[src/rtl/core/pnd_pkg.sv]
// Package for the pendulum PID motor drive: register codes, reset values,
// field widths and the structs passed between the pipeline blocks.
// No dependencies.
`default_nettype none

package pnd_pkg;

  localparam int unsigned CFG_IDX_W = 3;
  localparam int unsigned CFG_DATA_W = 16;
  localparam int unsigned CNT_W = 16;
  localparam int unsigned GAIN_W = 16;
  localparam int unsigned LIMIT_W = 10;
  localparam int unsigned ERR_W = 17;
  localparam int unsigned DE_W = 18;
  localparam int unsigned INTEG_W = 32;
  localparam int unsigned FRAC_BITS = 8;
  localparam int unsigned DRV_W = 11;
  localparam int unsigned PWM_W = 11;

  localparam logic [CFG_IDX_W-1:0] REG_PEND_SETPOINT = 3'd0;
  localparam logic [CFG_IDX_W-1:0] REG_CARRIAGE_CENTER = 3'd1;
  localparam logic [CFG_IDX_W-1:0] REG_CARRIAGE_LIMIT = 3'd2;
  localparam logic [CFG_IDX_W-1:0] REG_FALL_OFFSET = 3'd3;
  localparam logic [CFG_IDX_W-1:0] REG_KP_GAIN = 3'd4;
  localparam logic [CFG_IDX_W-1:0] REG_KD_GAIN = 3'd5;
  localparam logic [CFG_IDX_W-1:0] REG_KI_GAIN = 3'd6;
  localparam logic [CFG_IDX_W-1:0] REG_DRIVE_LIMIT = 3'd7;

  localparam logic [CNT_W-1:0] RST_PEND_SETPOINT = 16'd32000;
  localparam logic [CNT_W-1:0] RST_CARRIAGE_CENTER = 16'd32000;
  localparam logic [CNT_W-1:0] RST_CARRIAGE_LIMIT = 16'd4500;
  localparam logic [CNT_W-1:0] RST_FALL_OFFSET = 16'd500;
  localparam logic [GAIN_W-1:0] RST_KP_GAIN = 16'd7680;
  localparam logic [GAIN_W-1:0] RST_KD_GAIN = 16'd11520;
  localparam logic [GAIN_W-1:0] RST_KI_GAIN = 16'd410;
  localparam logic [LIMIT_W-1:0] RST_DRIVE_LIMIT = 10'd500;

  localparam logic [PWM_W-1:0] RIGHT_OFFSET = 11'd17;
  localparam logic [PWM_W-1:0] LEFT_OFFSET = 11'd50;

  typedef struct packed {
    logic [CNT_W-1:0]   pend_setpoint;
    logic [CNT_W-1:0]   carriage_center;
    logic [CNT_W-1:0]   carriage_limit;
    logic [CNT_W-1:0]   fall_offset;
    logic [GAIN_W-1:0]  kp_gain;
    logic [GAIN_W-1:0]  kd_gain;
    logic [GAIN_W-1:0]  ki_gain;
    logic [LIMIT_W-1:0] drive_limit;
  } pnd_cfg_t;

  typedef struct packed {
    logic                      act;
    logic signed [ERR_W-1:0]   err;
    logic signed [DE_W-1:0]    de;
    logic signed [INTEG_W-1:0] integ;
  } pnd_err_t;

endpackage

`default_nettype wire

[src/rtl/core/pnd_front.sv]
// Input register, stop test, error, error difference and saturating integral.
// Holds the previous error and the integral. Depends on pnd_pkg.
`default_nettype none

module pnd_front
  import pnd_pkg::*;
(
  input  logic             clk,
  input  logic             rst_n,
  input  pnd_cfg_t         cfg,
  input  logic             in_valid,
  output logic             in_ready,
  input  logic [CNT_W-1:0] in_pend,
  input  logic [CNT_W-1:0] in_car,
  output logic             s1_valid,
  input  logic             s1_ready,
  output pnd_err_t         s1
);

  logic                      s0_v_r;
  logic [CNT_W-1:0]          s0_pend_r;
  logic [CNT_W-1:0]          s0_car_r;
  logic                      s1_v_r;
  pnd_err_t                  s1_r;
  logic signed [ERR_W-1:0]   prev_err_r;
  logic signed [INTEG_W-1:0] integ_r;

  logic                      s1_load;
  logic                      step;
  logic [CNT_W-1:0]          pend_dist;
  logic [CNT_W-1:0]          car_dist;
  logic                      act;
  logic signed [ERR_W-1:0]   err;
  logic signed [DE_W-1:0]    de;
  logic signed [INTEG_W:0]   isum;
  logic signed [INTEG_W-1:0] integ_nxt;

  assign s1_load = !s1_v_r || s1_ready;
  assign in_ready = !s0_v_r || s1_load;
  assign step = s0_v_r && s1_load;

  always_comb begin
    pend_dist = (s0_pend_r >= cfg.pend_setpoint) ? s0_pend_r - cfg.pend_setpoint
                                                 : cfg.pend_setpoint - s0_pend_r;
    car_dist = (s0_car_r >= cfg.carriage_center) ? s0_car_r - cfg.carriage_center
                                                 : cfg.carriage_center - s0_car_r;
    act = !((pend_dist == cfg.fall_offset) || (car_dist >= cfg.carriage_limit));
    err = $signed({1'b0, cfg.pend_setpoint}) - $signed({1'b0, s0_pend_r});
    de = $signed({err[ERR_W-1], err}) - $signed({prev_err_r[ERR_W-1], prev_err_r});
    isum = $signed({integ_r[INTEG_W-1], integ_r})
         + $signed({{(INTEG_W+1-ERR_W){err[ERR_W-1]}}, err});
    if (isum[INTEG_W] != isum[INTEG_W-1]) begin
      integ_nxt = isum[INTEG_W] ? {1'b1, {(INTEG_W-1){1'b0}}} : {1'b0, {(INTEG_W-1){1'b1}}};
    end else begin
      integ_nxt = isum[INTEG_W-1:0];
    end
  end

  always_ff @(posedge clk) begin
    if (!rst_n) begin
      s0_v_r <= 1'b0;
      s1_v_r <= 1'b0;
      prev_err_r <= '0;
      integ_r <= '0;
    end else begin
      if (in_ready) begin
        s0_v_r <= in_valid;
      end
      if (s1_load) begin
        s1_v_r <= s0_v_r;
      end
      if (step && act) begin
        prev_err_r <= err;
        integ_r <= integ_nxt;
      end
    end
  end

  always_ff @(posedge clk) begin
    if (in_valid && in_ready) begin
      s0_pend_r <= in_pend;
      s0_car_r <= in_car;
    end
    if (step) begin
      s1_r.act <= act;
      s1_r.err <= err;
      s1_r.de <= de;
      s1_r.integ <= integ_nxt;
    end
  end

  assign s1_valid = s1_v_r;
  assign s1 = s1_r;

endmodule

`default_nettype wire

[config.mk]
export PLATFORM = sky130hd
export DESIGN_NAME = pnd_front
export DESIGN_NICKNAME = d
export VERILOG_FILES = /design/src/rtl/core/pnd_pkg.sv /design/src/rtl/core/pnd_front.sv
export SDC_FILE = /design/constraint.sdc
export NUM_CORES = 1
export LEC_CHECK = 0
export BUFFER_PORTS_ARGS = -buffer_cell sky130_fd_sc_hd__buf_2
export CAP_MARGIN = 20
export CELL_PAD_IN_SITES_DETAIL_PLACEMENT = 1
export CELL_PAD_IN_SITES_GLOBAL_PLACEMENT = 2
export CORE_MARGIN = 2
export CORE_UTILIZATION = 38
export CTS_BUF_LIST = sky130_fd_sc_hd__clkbuf_4 sky130_fd_sc_hd__clkbuf_8
export CTS_CLUSTER_SIZE = 12
export DETAILED_ROUTE_END_ITERATION = 10
export PLACE_DENSITY_LB_ADDON = 0.1
export SLEW_MARGIN = 20
export SYNTH_ARGS = -nofsm -noshare
export SYNTH_HDL_FRONTEND = slang
export SYNTH_SLANG_ARGS = --single-unit
[constraint.sdc]
create_clock -name clk -period 11.3 [get_ports clk]
set_input_delay 2.26 -clock clk [delete_from_list [all_inputs] [get_ports clk]]
set_output_delay 2.26 -clock clk [all_outputs]
set_load 0.05 [all_outputs]
== After elaboration in Yosys (flattened, before gate mapping) ==
Cells that the tools add are included.
W data, S select, Z words.

* Register bits: 151
* Logic and storage cells: 35

* Add/sub/neg operators: 7
* Order comparisons: 3
* Equality and inequality tests: 2
* Muxes and demuxes: 4
* Reductions and logical operators: 9

{| class="wikitable"
|+ Operators by type and width
! kind !! number
|-
| $mux W32 || 2
|-
| $sub A16 B16 Y16 || 4
|-
| $ge A16 B16 Y1 || 3
|-
| $add A32 B17 Y33 || 1
|-
| $mux W16 || 2
|-
| $sub A17 B17 Y18 || 1
|-
| $sub A16 B16 Y17 || 1
|-
| $eq A16 B16 Y1 || 1
|-
| $logic_and A1 B1 Y1 || 3
|-
| $logic_not A1 Y1 || 3
|-
| $logic_or A1 B1 Y1 || 3
|-
| $ne A1 B1 Y1 || 1
|}

== Longest topological paths before layout ==
* Depth in word-level cells: 6
* Gate-level depth with buffers: 25
* Gate-level depth less buffers: 22

== Worst setup path before layout ==
No wires, ideal clock.

* Path type: input-to-reg
* Start point: input cfg[106] in the netlist's numbering
* End point: register integ_r[25]
* Library setup time: 0.122 ns
* Arrival time: 7.542 ns
* Setup slack: 3.636 ns
* Stages on the path: 23
* Path buffers: 3
* Path through: inv_1 > ha_1 > inv_1 > fa_1 > a211oi_1 > nor2_1 > o21ai_1 > o21ai_1 > a221oi_1 > ha_1 > clkbuf_1 > a211oi_1 > o21bai_1 > o21a_1 > nand3b_1 > nand3_1 > o21ai_0 > and2_1 > buf_2 > a21oi_2 > buf_2 > o21ai_0 > o311a_1

* Elaborated cells on any way between the ends: 13
* Classes of those cells: add/sub (4); order compare (1); eq/ne (2); mux (3); reduce/logical (3)

{| class="wikitable"
|+ RTL lines
! item !! line !! source
|-
| from (decl) || pnd_front.sv:10 || <nowiki>input pnd_cfg_t cfg,</nowiki>
|-
| $sub A16 B16 Y17 (*) || pnd_front.sv:48 || <nowiki>err = $signed({1'b0, cfg.pend_setpoint}) - $signed({1'b0, s0_pend_r});</nowiki>
|-
| net err[16] || pnd_front.sv:33 || <nowiki>logic signed [ERR_W-1:0] err;</nowiki>
|-
| $add A32 B17 Y33 (*) || pnd_front.sv:51 || <nowiki>+ $signed({{(INTEG_W+1-ERR_W){err[ERR_W-1]}}, err});</nowiki>
|-
| $mux W32 or $ne A1 B1 Y1 (tied branches) || pnd_front.sv:53, pnd_front.sv:52 ||
|-
| $mux W32 (*) || pnd_front.sv:52 || <nowiki>if (isum[INTEG_W] != isum[INTEG_W-1]) begin</nowiki>
|-
| net integ_nxt[25] || pnd_front.sv:36 || <nowiki>logic signed [INTEG_W-1:0] integ_nxt;</nowiki>
|-
| to (signal assigned) || pnd_front.sv:74 || <nowiki>integ_r <= integ_nxt;</nowiki>
|-
| to (decl) || pnd_front.sv:26 || <nowiki>logic signed [INTEG_W-1:0] integ_r;</nowiki>
|}

The timed path passes the listed nets; every way through them passes the cells marked *.
A chain may end at the register's enable or synchronous reset.

== Final worst setup path ==
* Start point: input cfg[106] in the netlist's numbering
* End point: register integ_r[6]

Same word-level chain as after synthesis.

==> out/metrics.csv <==
metric,value,unit
outcome,completed,
final_util,0.441,
htreeDepth,4,
endpoint,integ_r[6],
postSynthCellCount,1282,
dpl_cell_area,13100,um2
ctsRootBufferMaster,clkbuf_8,
power_frac_seq,0.309,
io_pins,228,
p_clk_frac,0.185,
drv_slew,0,
cpPeakStageDelay,790,ps
fin_nets,1720,
path_cells,buf_2 -> inv_1 -> ha_1 -> inv_1 -> fa_1 -> a211oi_1 -> nor2_1 -> o21a_1 -> o311a_1 -> ha_1 -> a21oi_1 -> nand2_1 -> a2111oi_0 -> o31ai_1 -> nand3_1 -> o21ai_0 -> and2_1 -> nand3_1 -> o21ai_0 -> o311a_1,
firstDrtPassIters,5,
globalRouteTotalUtil,0.223,
worst-r2r-setup-slack,4960,ps
p_per_area,174,nW/um2
cp_slowest_cell,nand3_1,
antenna_found_initial,0,
p_sw,1060,uW
synth_largest_area_cell,edfxtp_1,
layout_min_cycle_time,7920,ps
wire_per_inst,19.9,um
die_w,181,um
syn_avg_cell_area,9.31,um2
start_util,0.388,
via_count,10160,
cts_buffers,17,
cts_setup_buffers,0,
setup_tns,0,ps
viasPerCell,5.53,
dp_hpwl,27500,um
critPathLaunchType,input port,
crit_path_start,cfg[106],
peakVddDrop,0.0878,mV
ys_seq_elements,151,
grt_setup_unrepaired,false,
reg2regPathDepth,18,
fin_cells,1837,
cp-end-kind,register,
ys_warn_count,0,
syn-cell-area,11900,um2
portBuffers,169,
syn-num-nets,1574,
synth_top_cells_by_count,"134 x inv_1, 128 x ha_1, 107 x a21oi_1, 100 x edfxtp_1, 66 x o21ai_0",
wl,36500,um
ctsHoldBuffers,0,
power,2360,uW
synth-seq-area-share,0.337,
p_comb_frac,0.506,
antennaDiodeCount,0,
cts.reportedPaths.clkPinSlew,100,ps
core_area,30700,um2
design_area,13500,um2
clk_latency,500,ps
max_freq,0.126,GHz
die_h,181,um
synth_edf_count,100,
clk_path_buf_depth,2,
detail-route-antenna-nets,0,
dpl.cell_count,1805,
cts_num_sinks,151,
sw_frac_of_total,0.449,
fin_skew,20.3,ps
ys_dominant_reg_cell,edfxtp_1,
fillers,3670,
drive_gt1_frac,0.194,
slew_headroom,0.304,
grt_first_pass_wirelength,57900,um
cp.required,11680,ps
num_rows,64,
area_growth,13.4,%
cp.arrival,8300,ps
dieArea,32900,um2
finalSetupViolations,0,
drc_errors,0,
r2r-end,integ_r[6],
min_path_type,register to register,
leakagePower,0.00595,uW
yosysTopAreaCellShare,0.251,
overflow,0,
synth-async-reset-ratio,0,
cts_tree,yes,
synth_area_leaders,"edfxtp_1 25%, ha_1 13%, dfxtp_1 8.5%",
internal_power,1300,uW
crit_type,input port to register,
path_max_fanout,24,
grt_pass1_vias,10455,
reg2reg_from,s0_pend_r[0],
gp_congestion,0.871,
grt_max_degree,80,
period_share,0.701,
hold_violations,0,
maxCapViolations,0,
worst_slew_pin_slew,1040,ps
drtIter0Drc,621,
synth.most_common_cell,inv_1,
ctsResizeCount,0,
synthDistinctLibCells,84,
==> per-stage QoR <==
step	hold WS (ps)	setup slack, ps
finish	472	3380
global route	478	2980
CTS	475	3340
detailed placement	462	2800
global placement	448	2770
floorplan	434	3640
==> worst max-delay path: cells and delay by family <==
family / cells / cell delay [ps]
buf+inv: 3 / 240
fa+ha+maj: 3 / 900
simple gates: 5 / 1620
compound gates: 9 / 3280
==> power groups by stage <==
stage / Combinational (uW) / Sequential, uW / Clock (uW)
after floorplan: 732 / 878 / 0
after global placement: 1180 / 744 / 0
after detailed placement: 1190 / 745 / 0
after CTS: 1200 / 733 / 453
after global routing: 1320 / 741 / 472
final: 1200 / 731 / 437
==> cells by family after synthesis <==
logic type,Yosys count,synth area share
AO/OA/AOI/OAI,441,0.258
AND/OR/NAND/NOR,247,0.109
buffers and inverters,196,0.0673
flip-flops,151,0.337
adder cells (fa/ha/maj),139,0.148
XOR/XNOR,92,0.0675
multiplexers,16,0.0137
==> placed cells by master, fill, tap and decap left out, types with 19 or more instances in the layout <==
master and count:
edfxtp_1 100, o311a_1 25, nand4_1 31, buf_2 169, inv_1 134, o31ai_1 22, a21o_1 50, nor2_1 57
o21a_1 19, nand2_1 57, o21ai_0 66, nand3_1 20, xor2_1 35, a21oi_1 107, ha_1 128, a31o_2 23
buf_4 19, dfxtp_1 51, xnor2_1 57
==> flip-flops by register name (all words and copies together) (netlist names) <==
| signal | flops |
|---|---|
| s1_valid | 1 |
| s1 | 68 |
| s0_car_r | 16 |
| s0_v_r | 1 |
| prev_err_r | 17 |
| integ_r | 32 |
| s0_pend_r | 16 |
==> routing by layer <==
| metal | track usage | routed length [um] | vias up |
|---|---|---|---|
| met5 | 0 | 0 | - |
| met4 | 0.0426 | 303 | 0 |
| met3 | 0.0403 | 1200 | 17 |
| met2 | 0.373 | 17400 | 165 |
| met1 | 0.302 | 17600 | 4963 |
| li1 | - | - | 5015 |
==> how the worst min path moves through the flow <==
stage	start	endpoint	cells after the start
after floorplan	integ_r[23]	integ_r[23]	2
after global placement	integ_r[23]	integ_r[23]	2
after detailed placement	integ_r[23]	integ_r[23]	2
after CTS	integ_r[23]	integ_r[23]	2
after global routing	integ_r[23]	integ_r[23]	2
final	integ_r[23]	integ_r[23]	2
==> final cells by class <==
| class | count | area (um2) | area share |
|---|---|---|---|
| timing repair buffer | 188 | 988 | 0.0730 |
| clock buffer | 19 | 255 | 0.0188 |
| multi-input combinational | 935 | 7140 | 0.527 |
| clock inverter | 13 | 136 | 0.0101 |
| tap | 396 | 495 | 0.0366 |
| sequential | 151 | 4020 | 0.297 |
| inverter | 135 | 509 | 0.0376 |
Note: power is estimated with default switching activity, not from simulation.
