<file path="config.mk">
export PLATFORM = sky130hd
export DESIGN_NAME = pnd_cfg
export DESIGN_NICKNAME = d
export VERILOG_FILES = /design/src/rtl/core/pnd_pkg.sv /design/src/rtl/core/pnd_cfg.sv
export SDC_FILE = /design/constraint.sdc
export NUM_CORES = 1
export LEC_CHECK = 0
export BUFFER_PORTS_ARGS = -buffer_cell sky130_fd_sc_hd__buf_4
export CAP_MARGIN = 20
export CORE_MARGIN = 2
export CORE_UTILIZATION = 45
export DETAILED_ROUTE_END_ITERATION = 10
export PLACE_DENSITY = 0.72
export SLEW_MARGIN = 5
export SYNTH_ARGS = -nofsm -noshare
export SYNTH_HDL_FRONTEND = slang
export SYNTH_SLANG_ARGS = --single-unit
</file>
<file path="constraint.sdc">
create_clock -name clk -period 1.8 [get_ports clk]
set_input_delay 0.18 -clock clk [delete_from_list [all_inputs] [get_ports clk]]
set_output_delay 0.18 -clock clk [all_outputs]
set_load 0.03 [all_outputs]
</file>
<file path="src/rtl/core/pnd_pkg.sv">
// Package for the pendulum PID motor drive: register codes, reset values,
// field widths and the structs passed between the pipeline blocks.
// No dependencies.
`default_nettype none

package pnd_pkg;

  localparam int unsigned CFG_IDX_W = 3;
  localparam int unsigned CFG_DATA_W = 16;
  localparam int unsigned CNT_W = 16;
  localparam int unsigned GAIN_W = 16;
  localparam int unsigned LIMIT_W = 10;
  localparam int unsigned ERR_W = 17;
  localparam int unsigned DE_W = 18;
  localparam int unsigned INTEG_W = 32;
  localparam int unsigned FRAC_BITS = 8;
  localparam int unsigned DRV_W = 11;
  localparam int unsigned PWM_W = 11;

  localparam logic [CFG_IDX_W-1:0] REG_PEND_SETPOINT = 3'd0;
  localparam logic [CFG_IDX_W-1:0] REG_CARRIAGE_CENTER = 3'd1;
  localparam logic [CFG_IDX_W-1:0] REG_CARRIAGE_LIMIT = 3'd2;
  localparam logic [CFG_IDX_W-1:0] REG_FALL_OFFSET = 3'd3;
  localparam logic [CFG_IDX_W-1:0] REG_KP_GAIN = 3'd4;
  localparam logic [CFG_IDX_W-1:0] REG_KD_GAIN = 3'd5;
  localparam logic [CFG_IDX_W-1:0] REG_KI_GAIN = 3'd6;
  localparam logic [CFG_IDX_W-1:0] REG_DRIVE_LIMIT = 3'd7;

  localparam logic [CNT_W-1:0] RST_PEND_SETPOINT = 16'd32000;
  localparam logic [CNT_W-1:0] RST_CARRIAGE_CENTER = 16'd32000;
  localparam logic [CNT_W-1:0] RST_CARRIAGE_LIMIT = 16'd4500;
  localparam logic [CNT_W-1:0] RST_FALL_OFFSET = 16'd500;
  localparam logic [GAIN_W-1:0] RST_KP_GAIN = 16'd7680;
  localparam logic [GAIN_W-1:0] RST_KD_GAIN = 16'd11520;
  localparam logic [GAIN_W-1:0] RST_KI_GAIN = 16'd410;
  localparam logic [LIMIT_W-1:0] RST_DRIVE_LIMIT = 10'd500;

  localparam logic [PWM_W-1:0] RIGHT_OFFSET = 11'd17;
  localparam logic [PWM_W-1:0] LEFT_OFFSET = 11'd50;

  typedef struct packed {
    logic [CNT_W-1:0]   pend_setpoint;
    logic [CNT_W-1:0]   carriage_center;
    logic [CNT_W-1:0]   carriage_limit;
    logic [CNT_W-1:0]   fall_offset;
    logic [GAIN_W-1:0]  kp_gain;
    logic [GAIN_W-1:0]  kd_gain;
    logic [GAIN_W-1:0]  ki_gain;
    logic [LIMIT_W-1:0] drive_limit;
  } pnd_cfg_t;

  typedef struct packed {
    logic                      act;
    logic signed [ERR_W-1:0]   err;
    logic signed [DE_W-1:0]    de;
    logic signed [INTEG_W-1:0] integ;
  } pnd_err_t;

endpackage

`default_nettype wire

</file>
<file path="src/rtl/core/pnd_cfg.sv">
// Configuration register file of the pendulum PID motor drive.
// Depends on pnd_pkg for the register codes and reset values.
`default_nettype none

module pnd_cfg
  import pnd_pkg::*;
(
  input  logic                  clk,
  input  logic                  rst_n,
  input  logic                  cfg_we,
  input  logic [CFG_IDX_W-1:0]  cfg_index,
  input  logic [CFG_DATA_W-1:0] cfg_data,
  output pnd_cfg_t              cfg
);

  pnd_cfg_t cfg_r;

  always_ff @(posedge clk) begin
    if (!rst_n) begin
      cfg_r.pend_setpoint <= RST_PEND_SETPOINT;
      cfg_r.carriage_center <= RST_CARRIAGE_CENTER;
      cfg_r.carriage_limit <= RST_CARRIAGE_LIMIT;
      cfg_r.fall_offset <= RST_FALL_OFFSET;
      cfg_r.kp_gain <= RST_KP_GAIN;
      cfg_r.kd_gain <= RST_KD_GAIN;
      cfg_r.ki_gain <= RST_KI_GAIN;
      cfg_r.drive_limit <= RST_DRIVE_LIMIT;
    end else if (cfg_we) begin
      case (cfg_index)
        REG_PEND_SETPOINT: cfg_r.pend_setpoint <= cfg_data;
        REG_CARRIAGE_CENTER: cfg_r.carriage_center <= cfg_data;
        REG_CARRIAGE_LIMIT: cfg_r.carriage_limit <= cfg_data;
        REG_FALL_OFFSET: cfg_r.fall_offset <= cfg_data;
        REG_KP_GAIN: cfg_r.kp_gain <= cfg_data;
        REG_KD_GAIN: cfg_r.kd_gain <= cfg_data;
        REG_KI_GAIN: cfg_r.ki_gain <= cfg_data;
        REG_DRIVE_LIMIT: cfg_r.drive_limit <= cfg_data[LIMIT_W-1:0];
        default: begin
        end
      endcase
    end
  end

  assign cfg = cfg_r;

endmodule

`default_nettype wire

</file>
---- Word-level counts from Yosys, hierarchy flattened ----
Cells that the tools add are included.
storage, ports and cells
  register bits after elaboration ......... 122
cells by class
  eq/ne operators ......................... 7
  reductions and logical operators ........ 9
operator list
  operator                                                                count
  2-bit AND reduction                                                     8
  3-bit equality test (second input constant)                             4
  3-bit by 2-bit equality test with 1-bit output (second input constant)  2
  3-bit by 1-bit equality test with 1-bit output (second input constant)  1
  3-bit logical NOT                                                       1

---- Logic depth before layout (Yosys ltp) ----
Gate-level depths: netlist of the first run.
  depth in word-level cells ............... 2
  gate-level depth with buffers ........... 5

---- Worst setup path before layout of the first run ----
No wires, ideal clock.
  path type ............................... input port to flip-flop
  start ................................... in cfg_index[0]
  end ..................................... reg cfg_r, in the netlist cfg[99]
  path buffers ............................ 3
  cell stages on the path ................. 5
  setup time .............................. 72 ps
  path slack .............................. 511 ps
  data arrival time ....................... 1217 ps
  path through ............................ clkbuf_1 -> nor4bb_1 -> buf_2 -> buf_4 -> mux2i_1
on the way
  longest elaborated chain between the ends .. 2
RTL lines
  element                                         RTL line       source
  from (decl)                                     pnd_cfg.sv:11  input logic [CFG_IDX_W-1:0] cfg_index,
  3-bit by 1-bit equality test with 1-bit output  pnd_cfg.sv:29  case (cfg_index)
  2-bit AND reduction (no source line)            -
  to (decl)                                       pnd_cfg.sv:16  pnd_cfg_t cfg_r;
No other way between the ends.
A chain may end at the register's enable or synchronous reset.

---- Final worst setup path of the first run ----
  start ................................... reg cfg_r, in the netlist cfg[121]
  end ..................................... out cfg[121] (netlist bit)
RTL lines
  element    RTL line       source
  to (decl)  pnd_cfg.sv:13  output pnd_cfg_t cfg
No word-level cell between the ends.

==> results of run 1 <==
power breakdown:
group / internal (mW) / total (mW) / switching, mW
clock: 2.23 / 3.43 / 1.20
combinational: 0.227 / 0.559 / 0.332
sequential: 2.76 / 2.80 / 0.0367
total: 5.22 / 6.79 / 1.57
cell type report:
class / instances / area share
Sequential cell: 122 / 0.370
Timing Repair Buffer: 171 / 0.201
Clock buffer: 18 / 0.0633
Tap cell: 136 / 0.0258
Multi-Input combinational cell: 286 / 0.313
Clock inverter: 13 / 0.0269
through the flow:
stage	total power, mW	std cells
5_1_grt	6.99	746
6_report	6.79	746
2_1_floorplan	3.18	443
4_1_cts	6.82	746
3_5_place_dp	3.39	702
3_3_place_gp	3.38	702
synth_stat cells, drive strengths merged:
cell type    n
dfxtp      122
mux2i      122
buf         15
nor2b       56
nand4b       3
clkbuf      20
and4b        2
nand4bb      2
nor4bb       3
nand2       96
or4b         1
nand4        1
cells by family (layout without fill, tap and decap cells):
group | after synthesis | after routing
buf+inv | 35 | 202
flops | 122 | 122
mux | 122 | 122
simple gates | 164 | 164
final timing paths:
kind                         start               endpoint  slack, ns  depth (start not counted)
min                    cfg_data[7]   cfg[65]$_SDFFE_PN1P_       0.02                          3
max reg2reg  cfg[121]$_SDFFE_PN0P_  cfg[121]$_SDFFE_PN0P_       1.13                          2
min reg2reg   cfg[97]$_SDFFE_PN0P_   cfg[97]$_SDFFE_PN0P_       0.46                          2
max          cfg[121]$_SDFFE_PN0P_               cfg[121]       0.55                          1
what timing repair did:
action                                 in CTS  in global routing
buffers inserted                            0                  0
hold buffers                               13                  0
endpoints found under the hold margin      28                  0
routing by layer:
metal	track usage	wire length [um]
met2	0.353	5870
met4	0.0724	165
met5	0	0
met3	0.0618	564
met1	0.289	5710
==> impl_metrics.ini, run 1 <==
[sta]
setup_violations = 0
slew_viol_final = 0
tightestPinTransition_ns = 0.579
fin_skew_ns = 0
max-slew-margin-rel = 0.609
fin_setup_tns_ns = 0
period_minus_slack_ns = 1.25
timing.final.ws_setup_ns = 0.551
holdWs_ns = 0.0230
rsz0062_at_grt = no
hold_viol_final = 0
finalCritPeriodShare = 0.694
max_freq_ghz = 0.800

[power_and_ir_drop]
power_density_mw_per_mm2 = 1030
vdd_drop_max_v = 0.000517
p_leak_nw = 3.26

[route]
drcViolationCount = 0
wl_per_cell_um = 16.5
wl_mm = 12.3
ant_nets = 0
drt_iter0_markers = 84
viasPerCell = 4.89
first_pass_iters = 4
vias = 3647

[logic_synthesis]
synth_fp_nets = 465
synth.area.top_cells = dfxtp_1 52%, mux2i_1 26%, nand2_1 7.7%
synthAdderAreaFrac = 0
syn_area_sq_mm = 0.00466
syn_area_per_cell_sq_um = 10.5
ys_warn_count = 0
synth_top_cell_by_area = dfxtp_1
syn_inst = 443
synth.area.mux_share = 0.262
synth_top_family_by_area = multiplexers
ys_seq_area_frac = 0.524
synth_cell_types = 14
synth_top_area_share = 0.524
synth_compound_area_frac = 0
synth_seq_cells = 122
synthSimpleGateAreaFrac = 0.177
synth_xor_xnor_area_share = 0

[global_route]
gr-total-overflow = 0
antenna_found_initial = 0
grt_pass1_vias = 3530
grt_usage = 0.221
grt_max_degree = 47
grt_pass1_wl_mm = 18.9

[floorplanning]
io_pins = 144
num_rows = 37
die_y_um = 106
die_x_um = 106
core_area_sq_mm = 0.0102
initial_core_util = 0.457
die_area_sq_mm = 0.0112

[layout]
n_fill_cell = 831
final_cell_mix = 157 x buf_4, 122 x mux2i_1, 122 x dfxtp_1, 96 x nand2_1, 56 x nor2b_1
postLayoutCellArea_sq_mm = 0.00661
area_growth_pct = 41.8
multi_input_area_sq_mm = 0.00207
diodes = 0
drive_above_1_share = 0.311
num-nets-final = 620
largest_reg_flops = 122
utilization = 0.649
final_common_cell = buf_4
regArea_sq_mm = 0.00244

[critical_path]
max_stage_delay_ns = 0.38
path_max_fanout = 2
worstSetupStartpointType = flip-flop
path_cells = buf_4
crit_arrival_ns = 1.07
required_ns = 1.62
crit_type = flip-flop to output port
end_kind = output port
critPathSlowestCell = dfxtp_1
path_delay_family = flip-flops
crit_buf_inv = 1

[place]
dp_hpwl_mm = 8.54
gp_congestion = 0.757
post-place-ws_ns = 0.399
io_buffer_count = 143
placed_area_sq_mm = 0.00588

[clocking]
clk_path_buf_depth = 2
cts_made_buffers = 17
cts_tree = yes
path_clk_slew_ns = 0.06
h-tree-depth = 4
clk_latency_ns = 0.50
clock-root-buffer = clkbuf_8
clock_sinks = 122
post_cts_resized = 0

[run]
cap_viol_max_count = 0

[run_status]
outcome = finished clean

[min_path]
hp-class = input port to flip-flop
No activity file was read; power rests on OpenSTA's default activity.
==> run 2, diff against run 1 <==
==> constraint.sdc (replaced) <==
create_clock -name clk -period 1.3 [get_ports clk]
set_input_delay 0.13 -clock clk [delete_from_list [all_inputs] [get_ports clk]]
set_output_delay 0.13 -clock clk [all_outputs]
set_load 0.03 [all_outputs]
==> impl_metrics.ini, run 2 (synthesized netlist as in run 1, its figures left out) <==
[place]
io_buffer_count = 143
placed_area_sq_mm = 0.00601
dp_cells = 706
post-place-ws_ns = -0.0121
dp_hpwl_mm = 8.63
gp_congestion = 0.773

[clocking]
cts_made_buffers = 17
post_cts_resized = 0
cts-hold-fix-buffers = 14
clk_path_buf_depth = 2
cts_setup_buffers = 0
clk_latency_ns = 0.50
clock-root-buffer = clkbuf_8
cts_tree = yes
clock_sinks = 122
h-tree-depth = 4
path_clk_slew_ns = 0.06

[route]
vias = 3685
drt_iter0_markers = 177
drcViolationCount = 0
viasPerCell = 4.90
wl_mm = 12.3
ant_nets = 0
wl_per_cell_um = 16.4
first_pass_iters = 4

[critical_path]
critPathSlowestCell = dfxtp_1
end_kind = output port
path_max_fanout = 2
crit_type = flip-flop to output port
path_delay_family = flip-flops
required_ns = 1.17
max_stage_delay_ns = 0.37
path_cells = buf_4
crit_arrival_ns = 1.05
worstSetupStartpointType = flip-flop
crit_buf_inv = 1

[sta]
fin_setup_tns_ns = 0
max_freq_ghz = 0.844
finalCritPeriodShare = 0.911
rsz0062_at_grt = no
max-slew-margin-rel = 0.738
setup_violations = 0
fin_skew_ns = 0
period_minus_slack_ns = 1.18
holdWs_ns = 0.0799
slew_viol_final = 0
timing.final.ws_setup_ns = 0.116
hold_viol_final = 0
tightestPinTransition_ns = 0.392

[power_and_ir_drop]
p_sw_frac = 0.239
pwr-share-seq = 0.431
p_leak_nw = 3.30
pwr-share-clk = 0.479
vdd_drop_max_v = 0.000631
combPwrFrac = 0.090
p_int_mw = 6.85
power_density_mw_per_mm2 = 1340
p_switching_mw = 2.15

[global_route]
gr-total-overflow = 0
antenna_found_initial = 0
grt_pass1_vias = 3673
grt_max_degree = 49
grt_pass1_wl_mm = 19.4
grt_usage = 0.227

[min_path]
hp-class = input port to flip-flop

[floorplanning]
core_area_sq_mm = 0.0102
io_pins = 144
initial_core_util = 0.457
die_y_um = 106
die_x_um = 106
die_area_sq_mm = 0.0112
num_rows = 37

[layout]
drive_above_1_share = 0.315
diodes = 0
largest_reg_flops = 122
fin_cells = 752
final_common_cell = buf_4
final_cell_mix = 153 x buf_4, 122 x mux2i_1, 122 x dfxtp_1, 96 x nand2_1, 56 x nor2b_1
n_fill_cell = 806
postLayoutCellArea_sq_mm = 0.00671
area_growth_pct = 44.0
num-nets-final = 625

[run_status]
outcome = finished clean

[run]
cap_viol_max_count = 0
## run 2: cell types whose count changed in the layout (fill, tap and decap cells not counted), sizes merged
cell / delta
clkbuf: +4
buf: +4
clkinv: -4
bufinv: -3
dlygate4sd3: +1
clkinvlp: +4
## run 2: layout make-up
type | count | area, sq um | share of cell area
sequential | 122 | 2440 | 0.364
clock buffer | 22 | 463 | 0.0690
multi-input combinational | 286 | 2070 | 0.308
tap | 136 | 170 | 0.0254
timing repair buffer | 176 | 1470 | 0.219
clock inverter | 10 | 93.8 | 0.0140
## run 2: final timing paths
path | start | to | slack [ns] | depth (start not counted)
setup / recovery | cfg[116]$_SDFFE_PN1P_ | cfg[116] | 0.12 | 1
hold / removal | rst_n | cfg[69]$_SDFFE_PN0P_ | 0.08 | 3
setup reg to reg | cfg[117]$_SDFFE_PN1P_ | cfg[117]$_SDFFE_PN1P_ | 0.63 | 2
hold reg to reg | cfg[96]$_SDFFE_PN0P_ | cfg[96]$_SDFFE_PN0P_ | 0.45 | 2
## run 2: routing by layer
layer / wire length (um) / share of wire / global-route usage
met1: 5660 / 0.46 / 0.303
met2: 5800 / 0.47 / 0.352
met3: 749 / 0.061 / 0.0612
met4: 133 / 0.011 / 0.0836
met5: 0 / 0 / 0
## run 2: through the flow
stage | total power [mW] | utilization
6_report | 9.00 | 0.658
3_5_place_dp | 4.73 | 0.590
3_3_place_gp | 4.72 | 0.590
4_1_cts | 9.07 | 0.658
2_1_floorplan | 4.40 | -
5_1_grt | 9.31 | 0.658
## run 2: power groups by stage
stage | logic [mW] | clock network, mW | registers (mW)
5_1_grt | 0.859 | 4.57 | 3.88
2_1_floorplan | 0.293 | 0 | 4.11
3_3_place_gp | 0.764 | 0 | 3.95
6_report | 0.808 | 4.31 | 3.88
4_1_cts | 0.814 | 4.38 | 3.88
3_5_place_dp | 0.777 | 0 | 3.96
==> run 3, diff against run 2 <==
--- a/config.mk
+++ b/config.mk
@@ -7,7 +7,6 @@
 export LEC_CHECK = 0
 export BUFFER_PORTS_ARGS = -buffer_cell sky130_fd_sc_hd__buf_4
 export CAP_MARGIN = 20
-export CORE_MARGIN = 2
 export CORE_UTILIZATION = 45
 export DETAILED_ROUTE_END_ITERATION = 10
 export PLACE_DENSITY = 0.72
==> impl_metrics.ini, run 3 (synthesized netlist as in run 1, its figures left out) <==
[layout]
final_cell_mix = 163 x buf_4, 122 x mux2i_1, 122 x dfxtp_1, 96 x nand2_1, 56 x nor2b_1
area_growth_pct = 43.8
drive_above_1_share = 0.319
num-nets-final = 631
diodes = 0
largest_reg_flops = 122
final_common_cell = buf_4

[global_route]
grt_usage = 0.235
antenna_found_initial = 0
grt_max_degree = 64
grt_pass1_vias = 3759
gr-total-overflow = 0
grt_pass1_wl_mm = 19.7

[floorplanning]
die_x_um = 104
num_rows = 36
io_pins = 144
initial_core_util = 0.470
die_area_sq_mm = 0.0108
core_area_sq_mm = 0.00991
die_y_um = 104

[sta]
fin_skew_ns = 0
period_minus_slack_ns = 1.18
holdWs_ns = 0.0825
tightestPinTransition_ns = 0.423
fin_setup_tns_ns = 0
max_freq_ghz = 0.850
slew_viol_final = 0
setup_violations = 0
hold_viol_final = 0
finalCritPeriodShare = 0.905
max-slew-margin-rel = 0.718
rsz0062_at_grt = no

[clocking]
clk_path_buf_depth = 2
cts_made_buffers = 17
clock-root-buffer = clkbuf_8
clock_sinks = 122
path_clk_slew_ns = 0.06
post_cts_resized = 0
cts_tree = yes
clk_latency_ns = 0.49
h-tree-depth = 4

[critical_path]
r2r_start = cfg[114]$_SDFFE_PN1P_
path_delay_family = flip-flops
startpoint = cfg[118]$_SDFFE_PN1P_
path_max_fanout = 2
critPathSlowestCell = dfxtp_1
max_stage_delay_ns = 0.37
required_ns = 1.17
worstSetupStartpointType = flip-flop
path_cells = buf_4
crit_arrival_ns = 1.05
crit_type = flip-flop to output port
crit_buf_inv = 1
end_kind = output port

[place]
io_buffer_count = 143
dp_hpwl_mm = 8.67
gp_congestion = 0.780

[route]
ant_nets = 0
wl_mm = 12.3
drcViolationCount = 0
viasPerCell = 4.90
wl_per_cell_um = 16.3
first_pass_iters = 4
vias = 3693
drt_iter0_markers = 138

[run]
cap_viol_max_count = 0

[power_and_ir_drop]
power_density_mw_per_mm2 = 1360
p_leak_nw = 3.32
vdd_drop_max_v = 0.000783

[min_path]
min-delay-start = cfg_data[15]
hp-class = input port to flip-flop

[run_status]
outcome = finished clean
[run 3: cell count changes in the layout (fill, tap and decap cells not counted)]
cell        before  now
buf_12           9    5
buf_4          153  163
clkinv_4         1    0
bufinv_16        1    2
clkinvlp_4       6    2
clkinv_2         2    4
[run 3: final timing paths]
check / endpoint / slack (ns) / cells after the start
max reg2reg: cfg[114]$_SDFFE_PN1P_ / 0.65 / 2
max: cfg[118] / 0.12 / 1
min: cfg[41]$_SDFFE_PN0P_ / 0.08 / 3
min reg2reg: cfg[0]$_SDFFE_PN0P_ / 0.46 / 2
[run 3: worst reg2reg max path, delay by kind of cell (launching register included)]
family | cells | cell delay (ns)
DFF | 1 | 0.32
muxes | 1 | 0.08
and+or+nand+nor | 1 | 0.13
[run 3: metal layers]
metal / global-route usage / routed length [um]
met4: 0.0704 / 112
met3: 0.0680 / 647
met1: 0.308 / 5660
met2: 0.375 / 5870
met5: 0 / 0
[run 3: final cells by class]
type	count	area [sq um]
clock buffers	22	463
clock inverters	8	95.1
fillers	771	3210
multi-input cells	286	2070
flip-flops and latches	122	2440
well taps	133	166
repair buffers	182	1460
[run 3: power breakdown]
part	total, mW	leakage (nW)	switching [mW]	internal [mW]
logic	0.811	2.05	0.470	0.341
clock network	4.39	0.272	1.55	2.84
registers	3.88	0.989	0.0491	3.83
[run 3: repair_timing]
item | 4_1_cts | 5_1_grt
setup endpoints to repair | 0 | 0
endpoints found under the hold margin | 46 | 0
setup buffers | 0 | 0
hold buffers | 14 | 0
[run 3: stage by stage]
stage	instance area, sq um	std cells	power, mW	util	setup WS, ns
3_5_place_dp	6000	709	4.73	0.606	-0.0379
2_1_floorplan	4660	443	4.40	-	0.0609
3_3_place_gp	6000	709	4.72	0.606	-0.0283
5_1_grt	6700	753	9.37	0.676	0.0936
4_1_cts	6700	753	9.15	0.676	0.107
6_report	6700	753	9.08	0.676	0.124
